==> config.mk <==
export PLATFORM = sky130hd
export DESIGN_NAME = bounded_value_table_top
export DESIGN_NICKNAME = d
export VERILOG_FILES = /design/src/rtl/core/bvt_pkg.sv /design/src/rtl/core/bvt_store.sv /design/src/rtl/core/bvt_seq.sv /design/src/rtl/core/bounded_value_table_top.sv
export SDC_FILE = /design/constraint.sdc
export NUM_CORES = 1
export LEC_CHECK = 0
export BUFFER_PORTS_ARGS = -buffer_cell sky130_fd_sc_hd__buf_2
export CAP_MARGIN = 0
export CORE_UTILIZATION = 67
export DETAILED_ROUTE_END_ITERATION = 10
export PLACE_DENSITY = 0.85
export SYNTH_ARGS = -nofsm -noshare
export SYNTH_HDL_FRONTEND = slang
export SYNTH_HIERARCHICAL = 1
export SYNTH_SLANG_ARGS = --single-unit
export TNS_END_PERCENT = 5
==> constraint.sdc <==
create_clock -name clk -period 8.7 [get_ports clk]
set_clock_uncertainty 0.2 [all_clocks]
set_input_delay 0.87 -clock clk [delete_from_list [all_inputs] [get_ports clk]]
set_output_delay 0.87 -clock clk [all_outputs]
set_load 0.005 [all_outputs]
==> src/rtl/core/bvt_pkg.sv <==
// Shared constants and types for the bounded value table.
`default_nettype none
package bvt_pkg;

    localparam int CAPACITY = 16;
    localparam int IDX_W    = (CAPACITY > 1) ? $clog2(CAPACITY) : 1;
    localparam int CNT_W    = $clog2(CAPACITY + 1);
    localparam int DATA_W   = 32;
    localparam int CMD_W    = 3;
    localparam int OUT_CNT_W = 5;

    localparam logic [CMD_W-1:0] CMD_CLEAR     = 3'd0;
    localparam logic [CMD_W-1:0] CMD_APPEND    = 3'd1;
    localparam logic [CMD_W-1:0] CMD_DEL_FIRST = 3'd2;
    localparam logic [CMD_W-1:0] CMD_DEL_ALL   = 3'd3;
    localparam logic [CMD_W-1:0] CMD_SEARCH    = 3'd4;
    localparam logic [CMD_W-1:0] CMD_COUNT     = 3'd5;

    typedef struct packed {
        logic              en;
        logic [IDX_W-1:0]  addr;
        logic [DATA_W-1:0] data;
    } wr_req_t;

    typedef struct packed {
        logic                 found;
        logic [OUT_CNT_W-1:0] match_count;
        logic [OUT_CNT_W-1:0] fill_level;
        logic                 is_full;
        logic                 is_empty;
        logic                 rejected;
    } result_t;

endpackage
`default_nettype wire

==> src/rtl/core/bvt_store.sv <==
// Entry storage: one write port, one registered read port.
`default_nettype none
module bvt_store (
    input  wire logic                        clk,
    input  wire bvt_pkg::wr_req_t            wr,
    input  wire logic [bvt_pkg::IDX_W-1:0]   raddr,
    output logic      [bvt_pkg::DATA_W-1:0]  rdata
);

    logic [bvt_pkg::DATA_W-1:0] mem [bvt_pkg::CAPACITY];

    always_ff @(posedge clk)
    begin
        if (wr.en)
        begin
            mem[wr.addr] <= wr.data;
        end
    end

    always_ff @(posedge clk)
    begin
        rdata <= mem[raddr];
    end

endmodule
`default_nettype wire

==> src/rtl/core/bvt_seq.sv <==
// Sequencer: scans the filled range through one comparator, counts and compacts.
`default_nettype none
module bvt_seq (
    input  wire logic                          clk,
    input  wire logic                          rst_n,
    input  wire logic                          req_valid,
    output logic                               req_stall,
    input  wire logic [bvt_pkg::CMD_W-1:0]     req_cmd,
    input  wire logic [bvt_pkg::DATA_W-1:0]    req_value,
    input  wire logic                          slot_free,
    output logic                               res_valid,
    output bvt_pkg::result_t                   res,
    output bvt_pkg::wr_req_t                   wr,
    output logic      [bvt_pkg::IDX_W-1:0]     raddr,
    input  wire logic [bvt_pkg::DATA_W-1:0]    rdata
);

    localparam logic [1:0] ST_IDLE   = 2'd0;
    localparam logic [1:0] ST_SCAN   = 2'd1;
    localparam logic [1:0] ST_FINISH = 2'd2;

    logic [1:0]                   state_reg, state_next;
    logic [bvt_pkg::CMD_W-1:0]    cmd_reg, cmd_next;
    logic [bvt_pkg::DATA_W-1:0]   value_reg, value_next;
    logic [bvt_pkg::CNT_W-1:0]    rd_reg, rd_next;
    logic [bvt_pkg::CNT_W-1:0]    wr_reg, wr_next;
    logic [bvt_pkg::CNT_W-1:0]    cnt_reg, cnt_next;
    logic [bvt_pkg::CNT_W-1:0]    fill_reg, fill_next;
    logic                         pend_reg, pend_next;
    logic                         first_done_reg, first_done_next;
    logic                         rej_reg, rej_next;

    logic hit;
    logic drop;
    logic is_del;
    logic scan_done;

    assign is_del    = (cmd_reg == bvt_pkg::CMD_DEL_FIRST) || (cmd_reg == bvt_pkg::CMD_DEL_ALL);
    assign hit       = pend_reg && (rdata == value_reg);
    assign drop      = hit && ((cmd_reg == bvt_pkg::CMD_DEL_ALL) ||
                               ((cmd_reg == bvt_pkg::CMD_DEL_FIRST) && !first_done_reg));
    assign scan_done = (rd_reg >= fill_reg) && !pend_reg;
    assign raddr     = rd_reg[bvt_pkg::IDX_W-1:0];
    assign req_stall = (state_reg != ST_IDLE);
    assign res_valid = (state_reg == ST_FINISH) && slot_free;

    always_comb
    begin
        state_next      = state_reg;
        cmd_next        = cmd_reg;
        value_next      = value_reg;
        rd_next         = rd_reg;
        wr_next         = wr_reg;
        cnt_next        = cnt_reg;
        fill_next       = fill_reg;
        pend_next       = 1'b0;
        first_done_next = first_done_reg;
        rej_next        = rej_reg;
        wr.en           = 1'b0;
        wr.addr         = wr_reg[bvt_pkg::IDX_W-1:0];
        wr.data         = rdata;

        case (state_reg)
            ST_IDLE:
            begin
                if (req_valid)
                begin
                    cmd_next        = req_cmd;
                    value_next      = req_value;
                    rd_next         = '0;
                    wr_next         = '0;
                    cnt_next        = '0;
                    first_done_next = 1'b0;
                    rej_next        = 1'b0;
                    state_next      = ST_SCAN;
                end
            end
            ST_SCAN:
            begin
                // read for index rd issues now, its data is compared next cycle
                if (rd_reg < fill_reg)
                begin
                    rd_next   = bvt_pkg::CNT_W'(rd_reg + 1'b1);
                    pend_next = 1'b1;
                end
                if (hit)
                begin
                    cnt_next = bvt_pkg::CNT_W'(cnt_reg + 1'b1);
                    if (cmd_reg == bvt_pkg::CMD_DEL_FIRST)
                    begin
                        first_done_next = 1'b1;
                    end
                end
                if (pend_reg && !drop)
                begin
                    // survivor moves down to the write pointer (never past the read side)
                    wr.en   = is_del;
                    wr_next = bvt_pkg::CNT_W'(wr_reg + 1'b1);
                end
                if (scan_done)
                begin
                    state_next = ST_FINISH;
                    case (cmd_reg)
                        bvt_pkg::CMD_CLEAR:
                        begin
                            fill_next = '0;
                        end
                        bvt_pkg::CMD_APPEND:
                        begin
                            if (fill_reg >= bvt_pkg::CNT_W'(bvt_pkg::CAPACITY))
                            begin
                                rej_next = 1'b1;
                            end
                            else
                            begin
                                wr.en     = 1'b1;
                                wr.addr   = fill_reg[bvt_pkg::IDX_W-1:0];
                                wr.data   = value_reg;
                                fill_next = bvt_pkg::CNT_W'(fill_reg + 1'b1);
                            end
                        end
                        bvt_pkg::CMD_DEL_FIRST,
                        bvt_pkg::CMD_DEL_ALL:
                        begin
                            fill_next = wr_reg;
                        end
                        default:
                        begin
                            fill_next = fill_reg;
                        end
                    endcase
                end
            end
            ST_FINISH:
            begin
                if (slot_free)
                begin
                    state_next = ST_IDLE;
                end
            end
            default:
            begin
                state_next = ST_IDLE;
            end
        endcase
    end

    always_comb
    begin
        res.found       = (cnt_reg != '0);
        res.match_count = bvt_pkg::OUT_CNT_W'(cnt_reg);
        res.fill_level  = bvt_pkg::OUT_CNT_W'(fill_reg);
        res.is_full     = (fill_reg == bvt_pkg::CNT_W'(bvt_pkg::CAPACITY));
        res.is_empty    = (fill_reg == '0);
        res.rejected    = rej_reg;
    end

    always_ff @(posedge clk or negedge rst_n)
    begin
        if (!rst_n)
        begin
            state_reg      <= ST_IDLE;
            rd_reg         <= '0;
            wr_reg         <= '0;
            cnt_reg        <= '0;
            fill_reg       <= '0;
            pend_reg       <= 1'b0;
            first_done_reg <= 1'b0;
            rej_reg        <= 1'b0;
        end
        else
        begin
            state_reg      <= state_next;
            rd_reg         <= rd_next;
            wr_reg         <= wr_next;
            cnt_reg        <= cnt_next;
            fill_reg       <= fill_next;
            pend_reg       <= pend_next;
            first_done_reg <= first_done_next;
            rej_reg        <= rej_next;
        end
    end

    always_ff @(posedge clk)
    begin
        cmd_reg   <= cmd_next;
        value_reg <= value_next;
    end

endmodule
`default_nettype wire

==> src/rtl/core/bounded_value_table_top.sv <==
// Bounded value table: a packed table of up to CAPACITY signed 32-bit values
// (clear, append, delete first, delete all, search, count). Every request walks
// the filled range through one shared comparator, one entry per cycle off the
// entry memory's single read port, before the result is registered at the output.
// One request is handled at a time; a finished result sits in the output register
// while the next request is taken. No clearing pass is needed after reset.
`default_nettype none
module bounded_value_table_top (
    input  wire logic        clk,
    input  wire logic        rst_n,
    input  wire logic        in_valid,
    output logic             in_stall,
    input  wire logic [2:0]  command,
    input  wire logic signed [31:0] value,
    output logic             out_valid,
    input  wire logic        out_stall,
    output logic             found,
    output logic [4:0]       match_count,
    output logic [4:0]       fill_level,
    output logic             is_full,
    output logic             is_empty,
    output logic             rejected
);

    bvt_pkg::wr_req_t                 wr;
    bvt_pkg::result_t                 res;
    logic [bvt_pkg::IDX_W-1:0]        raddr;
    logic [bvt_pkg::DATA_W-1:0]       rdata;
    logic                             res_valid;
    logic                             slot_free;
    logic                             out_valid_reg, out_valid_next;
    bvt_pkg::result_t                 out_reg;

    assign slot_free = !out_valid_reg || !out_stall;

    bvt_seq u_seq (
        .clk       (clk),
        .rst_n     (rst_n),
        .req_valid (in_valid),
        .req_stall (in_stall),
        .req_cmd   (command),
        .req_value (value),
        .slot_free (slot_free),
        .res_valid (res_valid),
        .res       (res),
        .wr        (wr),
        .raddr     (raddr),
        .rdata     (rdata)
    );

    bvt_store u_store (
        .clk   (clk),
        .wr    (wr),
        .raddr (raddr),
        .rdata (rdata)
    );

    always_comb
    begin
        out_valid_next = out_valid_reg;
        if (res_valid)
        begin
            out_valid_next = 1'b1;
        end
        else if (!out_stall)
        begin
            out_valid_next = 1'b0;
        end
    end

    always_ff @(posedge clk or negedge rst_n)
    begin
        if (!rst_n)
        begin
            out_valid_reg <= 1'b0;
        end
        else
        begin
            out_valid_reg <= out_valid_next;
        end
    end

    always_ff @(posedge clk)
    begin
        if (res_valid)
        begin
            out_reg <= res;
        end
    end

    assign out_valid   = out_valid_reg;
    assign found       = out_reg.found;
    assign match_count = out_reg.match_count;
    assign fill_level  = out_reg.fill_level;
    assign is_full     = out_reg.is_full;
    assign is_empty    = out_reg.is_empty;
    assign rejected    = out_reg.rejected;

    a_busy_after_accept: assert property (@(posedge clk) disable iff (!rst_n)
        (in_valid && !in_stall) |=> in_stall)
        else $error("request accepted but sequencer not busy");

    a_found_matches_count: assert property (@(posedge clk) disable iff (!rst_n)
        out_valid |-> (found == (match_count != 5'd0)))
        else $error("found disagrees with match count");

    a_reject_only_full: assert property (@(posedge clk) disable iff (!rst_n)
        (out_valid && rejected) |-> is_full)
        else $error("append rejected while table not full");

    a_full_empty_excl: assert property (@(posedge clk) disable iff (!rst_n)
        out_valid |-> !(is_full && is_empty))
        else $error("table reported both full and empty");

endmodule
`default_nettype wire

==> results of run 1 <==
cells by family (layout without fill, tap and decap cells):
| family | Yosys count | after routing | synth area share [%] |
|---|---|---|---|
| AO/OA/AOI/OAI | 102 | 102 | 3.11 |
| XOR/XNOR | 33 | 33 | 1.22 |
| adder cells (fa/ha/maj) | 11 | 11 | 0.580 |
| buffers and inverters | 71 | 195 | 1.50 |
| flip-flops | 619 | 619 | 76.4 |
| multiplexers | 173 | 173 | 14.2 |
| AND/OR/NAND/NOR | 135 | 135 | 2.96 |
cells in the mapped netlist, types with 4 or more instances:
| library cell | count | area, sq um |
|---|---|---|
| a21oi_1 | 9 | 45.0 |
| nand3_1 | 6 | 30.0 |
| edfxtp_1 | 561 | 16800 |
| nor2b_1 | 6 | 37.5 |
| o31ai_1 | 5 | 37.5 |
| dfrtp_1 | 26 | 651 |
| ha_1 | 11 | 138 |
| nand2_1 | 52 | 195 |
| nand4_1 | 7 | 43.8 |
| inv_1 | 15 | 56.3 |
| xor2_1 | 17 | 149 |
| mux2i_1 | 9 | 90.1 |
| nor2_1 | 22 | 82.6 |
| nor3_1 | 8 | 40.0 |
| xnor2_1 | 16 | 140 |
| dfxtp_1 | 32 | 641 |
| mux4_2 | 128 | 2880 |
| mux2_2 | 36 | 405 |
| o21ai_0 | 6 | 30.0 |
| a22oi_1 | 66 | 495 |
| buf_4 | 15 | 113 |
| buf_2 | 8 | 40.0 |
| buf_1 | 11 | 41.3 |
| nor4_1 | 4 | 25.0 |
| clkbuf_1 | 18 | 67.6 |
through the flow:
step | util, % | hold WS (ns) | area (sq um) | setup slack, ns | std cells
after floorplan | - | 0.249 | 23700 | 3.06 | 1144
after global placement | 70.7 | 0.235 | 24600 | 3.25 | 1615
after detailed placement | 70.7 | 0.245 | 24600 | 3.18 | 1615
after CTS | 76.1 | 0.0891 | 26400 | 3.04 | 1723
after global routing | 76.1 | 0.133 | 26400 | 2.86 | 1723
final | 76.1 | 0.0867 | 26400 | 2.98 | 1723
per-layer routing:
metal / up-vias / global-route usage, % / routed length [microns]
met4: 0 / 14.5 / 2420
li1: 4857 / - / -
met2: 877 / 50.7 / 27000
met1: 6245 / 43.4 / 20100
met3: 169 / 5.34 / 5370
met5: - / 0 / 0
cell type report:
| class | instances | area, sq um |
|---|---|---|
| sequential | 619 | 18100 |
| fill | 1721 | 8300 |
| timing repair buffer | 71 | 398 |
| multi-input combinational | 454 | 5380 |
| tap | 455 | 569 |
| clock inverter | 32 | 298 |
| clock buffer | 76 | 1560 |
| inverter | 16 | 60.1 |
worst max path at each step:
stage | start | depth (start not counted) | to | slack (ns)
2_1_floorplan | u_seq/fill_reg[1] | 12 | u_store/mem[0][0] | 3.06
3_3_place_gp | u_seq/rd_reg[1] | 9 | u_store/mem[2][13] | 3.25
3_5_place_dp | u_seq/rd_reg[1] | 9 | u_store/mem[2][13] | 3.18
4_1_cts | u_seq/rd_reg[1] | 10 | u_store/mem[10][1] | 3.04
5_1_grt | u_seq/rd_reg[1] | 9 | u_store/mem[7][14] | 2.86
6_report | u_seq/rd_reg[1] | 10 | u_store/mem[10][5] | 2.98
critical path: cells and delay by family, from the launching register on:
| kind | cells | cell delay, ns |
|---|---|---|
| compound gates | 3 | 0.63 |
| fa+ha+maj | 1 | 0.40 |
| buf+inv | 1 | 0.52 |
| flops | 1 | 0.70 |
| mux | 1 | 0.46 |
| simple gates | 4 | 2.40 |
power groups by stage:
stage	clock (W)	combinational, W	sequential [W]
6_report	0.00250	0.00112	0.00385
4_1_cts	0.00252	0.00111	0.00385
3_5_place_dp	0	0.00107	0.00391
5_1_grt	0.00263	0.00118	0.00387
2_1_floorplan	0	0.000757	0.00384
3_3_place_gp	0	0.00102	0.00389
==> summary.txt, run 1 <==
CTS Buf Count: 58
Slew @ Worst Pin: 1.30 ns
Commonest cells after routing, fill and taps aside: edfxtp_1, mux4_2, a22oi_1
Cell Rows: 68
Die W: 190 microns
Clock transition at path regs: 0.06 ns
Syn nets: 1194
Min-delay worst type: input pin to asynchronous set/reset pin
Yosys cell types: 57
Root Driver: clkbuf_16
Avg Cell Area, Syn: 20.7 sq um
Sequential power share: 51.6%
P_int: 0.00551 W
Commonest non-fill, non-tap cell in the layout: edfxtp_1
Nets: 1270
Startpoint Class: flop
# hold bufs at CTS: 0
Combinational Power Share: 15.0%
Crit path capture type: flop
Input/output buffers: 54
Post-CTS Setup Bufs: 0
Post-route setup TNS: 0 ns
Psw: 0.00196 W
Static Leakage: 8.47 nW
FF-to-FF End: u_store/mem[10][5]
Reg2reg setup slack: 2.98 ns
Ports: 55
Slowest CP cell: and4_2
Via count: 12100
Crit-path max cell delay: 1.19 ns
Worst reg2reg path depth: 10
Pwr/cell area: 283 mW/mm^2
Dpl hpwl: 28400 microns
Setup violators final: 0
Fmax: 0.175 GHz
Rel. slew slack: 13.4%
Maximum number of pins on one net before global-route repair: 51
Iter 0 DRT Violations: 1702
Number of diodes: 0
R2r startpoint: u_seq/rd_reg[1]
Run status: complete, no violations
RSZ-0062 raised after global routing: no
Peak supply drop: 0.263 mV
Vias in the first global route: 12500
DR DRC count: 0
Max-cap violations: 0
Asr flop ratio synth: 4.20%
Grt total ovfl: 0
Final min period: 5.72 ns
Deepest clock path buffer count: 3
Clock power frac: 33.4%
Yosys Warn Count: 6
Initial Util: 68.4%
Fin crit share: 65.7%
Drt pass-1 iters: 5
Routed Antenna Nets: 0
Fin. Hold Viols: 0
Number of flip-flops in the largest register: 512
Pins Over Slew Limit: 0
Max H-tree Level: 2
Synth Flop Type: edfxtp_1
Area delta synth->final: 11.3%
Power, Total: 0.00747 W
Critical Path RT: 8.73 ns
Max FO, Critical Path: 37
Yosys reg bits: 619
Number of synthesized flops with an enable pin: 561
GP Congestion: 0.871
Cells along the critical path: ha_1 -> nor2b_1 -> o21a_1 -> o21ai_1 -> a311oi_2 -> and4_2 -> mux2_2 -> nand3b_1 -> nor2_4 -> buf_4
Worst setup path category: flop to flop
Tot GR Track Use: 31.6%
Antenna violations before repair: 0
Clock sink count: 619
Gates resized, CTS repair: 0
Synth Cell Area: 0.0237 sq mm
Post-Route WL: 54900 microns
TritonCTS clock tree: done
Avg WL per Cell: 31.8 microns
Arrival @ worst endpoint: 5.75 ns
Global-route wire length before repair: 81000 microns
Core area: 0.0347 sq mm
Worst skew pair latency: 0.59 ns
Share of layout cells above drive strength 1: 28.2%
Switching part of the total: 26.3%
Total die area: 0.0362 sq mm
Seq/Total Area, Yosys: 76.4%
Die H: 190 microns
Post-Syn Instances: 1144
Vias/cell: 7.05
Power figures use the tool's default switching activity.
==> run 2: changes to the inputs <==
- CORE_UTILIZATION: 67 -> 56
- PLACE_DENSITY: 0.85 -> 0.75
- clock period: 8.7 -> 4.85 ns (I/O delays scaled with it)
==> run 2 against run 1 <==
Die area rose by 19%. Clock-buffer cell count grew 3. Global-route usage decreased by 8.2 points. Critical endpoint is now u_store/mem[9][7]. Largest cell class unchanged. Largest power group unchanged.
==> summary.txt, run 2 (same netlist as run 1, synthesis figures left out) <==
Run status: complete, no violations (unchanged)
Startpoint Class: flop (unchanged)
Gates resized, CTS repair: 0 (unchanged)
Power, Total: 0.0133 W (was 0.00747 W)
Post-CTS Setup Bufs: 0 (unchanged)
Sequential power share: 51.4% (was 51.6%)
Clock power frac: 33.6% (was 33.4%)
Core area: 0.0419 sq mm (was 0.0347 sq mm)
Final min period: 4.28 ns (was 5.72 ns)
DR DRC count: 0 (unchanged)
# hold bufs at CTS: 37 (was 0)
TritonCTS clock tree: done (unchanged)
Rel. slew slack: 18.1% (was 13.4%)
Combinational Power Share: 15.0% (about the same)
Peak supply drop: 0.402 mV (was 0.263 mV)
Nets: 1325 (was 1270)
Share of layout cells above drive strength 1: 28.2% (about the same)
Static Leakage: 8.75 nW (was 8.47 nW)
Slowest CP cell: dfrtp_4 (was and4_2)
Pwr/cell area: 490 mW/mm^2 (was 283 mW/mm^2)
Cell Rows: 75 (was 68)
Pins Over Slew Limit: 0 (unchanged)
CTS Buf Count: 58 (unchanged)
Total die area: 0.0432 sq mm (was 0.0362 sq mm)
Post-Route WL: 49300 microns (was 54900 microns)
Arrival @ worst endpoint: 4.36 ns (was 5.75 ns)
Area delta synth->final: 14.6% (was 11.3%)
GP Congestion: 0.846 (was 0.871)
Cells along the critical path: ha_1 -> nor2b_1 -> o21a_1 -> o21ai_1 -> a311oi_2 -> and4_2 -> buf_4 -> mux2_2 -> nand2b_1 -> nor2_4 -> buf_12 (was ha_1 -> nor2b_1 -> o21a_1 -> o21ai_1 -> a311oi_2 -> and4_2 -> mux2_2 -> nand3b_1 -> nor2_4 -> buf_4)
DP Area: 0.0249 sq mm (was 0.0246 sq mm)
Worst skew pair latency: 0.63 ns (was 0.59 ns)
Worst setup path category: flop to flop (unchanged)
Number of instances in the placed design: 1717 (was 1615)
Number of diodes: 0 (unchanged)
Deepest clock path buffer count: 3 (unchanged)
Tot GR Track Use: 23.4% (was 31.6%)
Psw: 0.00341 W (was 0.00196 W)
Global-route wire length before repair: 73900 microns (was 81000 microns)
Drt pass-1 iters: 6 (was 5)
Fin crit share: 88.2% (was 65.7%)
Die W: 208 microns (was 190 microns)
Crit path capture type: flop (unchanged)
Post-route setup TNS: 0 ns (unchanged)
Fillers: 2702 (was 1721)
Critical path buffers and inverters: 2 (was 1)
RSZ-0062 raised after global routing: no (unchanged)
Commonest non-fill, non-tap cell in the layout: edfxtp_1 (unchanged)
Grt total ovfl: 0 (unchanged)
P_int: 0.00992 W (was 0.00551 W)
Max FO, Critical Path: 27 (was 37)
Routed Antenna Nets: 0 (unchanged)
Antenna violations before repair: 0 (unchanged)
Iter 0 DRT Violations: 1477 (was 1702)
Setup violators final: 0 (unchanged)
Crit-path max cell delay: 0.61 ns (was 1.19 ns)
Final Util: 65.0% (was 76.1%)
Final Non-Filler Cells: 1863 (was 1723)
Fin. Hold Viols: 0 (unchanged)
Fmax: 0.234 GHz (was 0.175 GHz)
Initial Util: 56.7% (was 68.4%)
Clock transition at path regs: 0.06 ns (about the same)
Vias/cell: 6.22 (was 7.05)
Input/output buffers: 54 (unchanged)
Slew @ Worst Pin: 1.23 ns (was 1.30 ns)
Min-delay worst type: input pin to flop (was input pin to asynchronous set/reset pin)
Ports: 55 (unchanged)
Post-route cell area: 0.0272 sq mm (was 0.0264 sq mm)
Avg WL per Cell: 26.4 microns (was 31.8 microns)
Max-cap violations: 0 (unchanged)
Root Driver: clkbuf_16 (unchanged)
Die H: 208 microns (was 190 microns)
Commonest cells after routing, fill and taps aside: edfxtp_1, mux4_2, a22oi_1 (unchanged)
Switching part of the total: 25.6% (was 26.3%)
Maximum number of pins on one net before global-route repair: 66 (was 51)
Dpl hpwl: 26700 microns (was 28400 microns)
Number of flip-flops in the largest register: 512 (unchanged)
Vias in the first global route: 11900 (was 12500)
Max H-tree Level: 2 (unchanged)
Clock sink count: 619 (unchanged)
Via count: 11600 (was 12100)
Critical Path RT: 4.94 ns (was 8.73 ns)
Top cell family by delay on the critical path: simple AND/OR/NAND/NOR gates (unchanged)
-- run 2: cell types whose count changed in the layout (fill, tap and decap cells not counted), sizes merged --
cell,before,now
buf,71,89
clkbuf,76,79
clkinv,23,20
clkinvlp,2,4
dlygate4sd3,0,37
inv,18,17
-- run 2: per-stage QoR --
step	hold WS (ns)	worst slack (ns)
floorplan	-0.0106	-0.501
global placement	0.237	0.645
detailed placement	0.240	0.586
CTS	0.213	0.561
global route	0.270	0.426
finish	0.232	0.572
-- run 2: layer usage --
layer	wire length, microns	track usage [%]	up-vias
met5	0	0	-
met2	24300	38.4	490
met4	996	6.36	0
met3	3630	3.75	89
li1	-	-	4966
met1	20300	33.1	6035
-- run 2: worst paths after layout --
kind,cells past startpoint,slack (ns),from,to
worst min register to register,0,0.26,u_seq/rej_reg,rejected
max in group asynchronous,2,3.70,rst_n,u_seq/rd_reg[1]
worst min-delay path,4,0.23,in_valid,u_seq/cnt_reg[1]
worst max-delay path,11,0.57,u_seq/rd_reg[1],u_store/mem[9][7]
min in group asynchronous,2,0.26,rst_n,u_seq/wr_reg[2]
worst max register to register,11,0.57,u_seq/rd_reg[1],u_store/mem[9][7]
-- run 2: worst register-to-register path, stage by stage (launching register included) --
cell      delay [ns]
dfrtp_4         0.61
ha_1            0.35
nor2b_1         0.14
o21a_1          0.12
o21ai_1         0.08
a311oi_2        0.41
and4_2          0.38
buf_4           0.23
mux2_2          0.45
nand2b_1        0.37
nor2_4          0.34
buf_12          0.29
-- run 2: power groups by stage --
stage	clock network (W)	logic, W	registers, W
final	0.00448	0.00199	0.00685
after global routing	0.00475	0.00215	0.00689
after CTS	0.00455	0.00201	0.00686
after detailed placement	0	0.00199	0.00696
after global placement	0	0.00193	0.00695
after floorplan	0	0.00136	0.00688
-- run 2: final cells by class --
cell class	count	area (sq um)	share of cell area (%)
clock buffer	79	1570	5.77
multi-input combinational	454	5390	19.8
sequential	619	18100	66.7
tap	539	674	2.48
inverter	16	60.1	0.221
clock inverter	30	334	1.23
timing repair buffer	126	1040	3.83
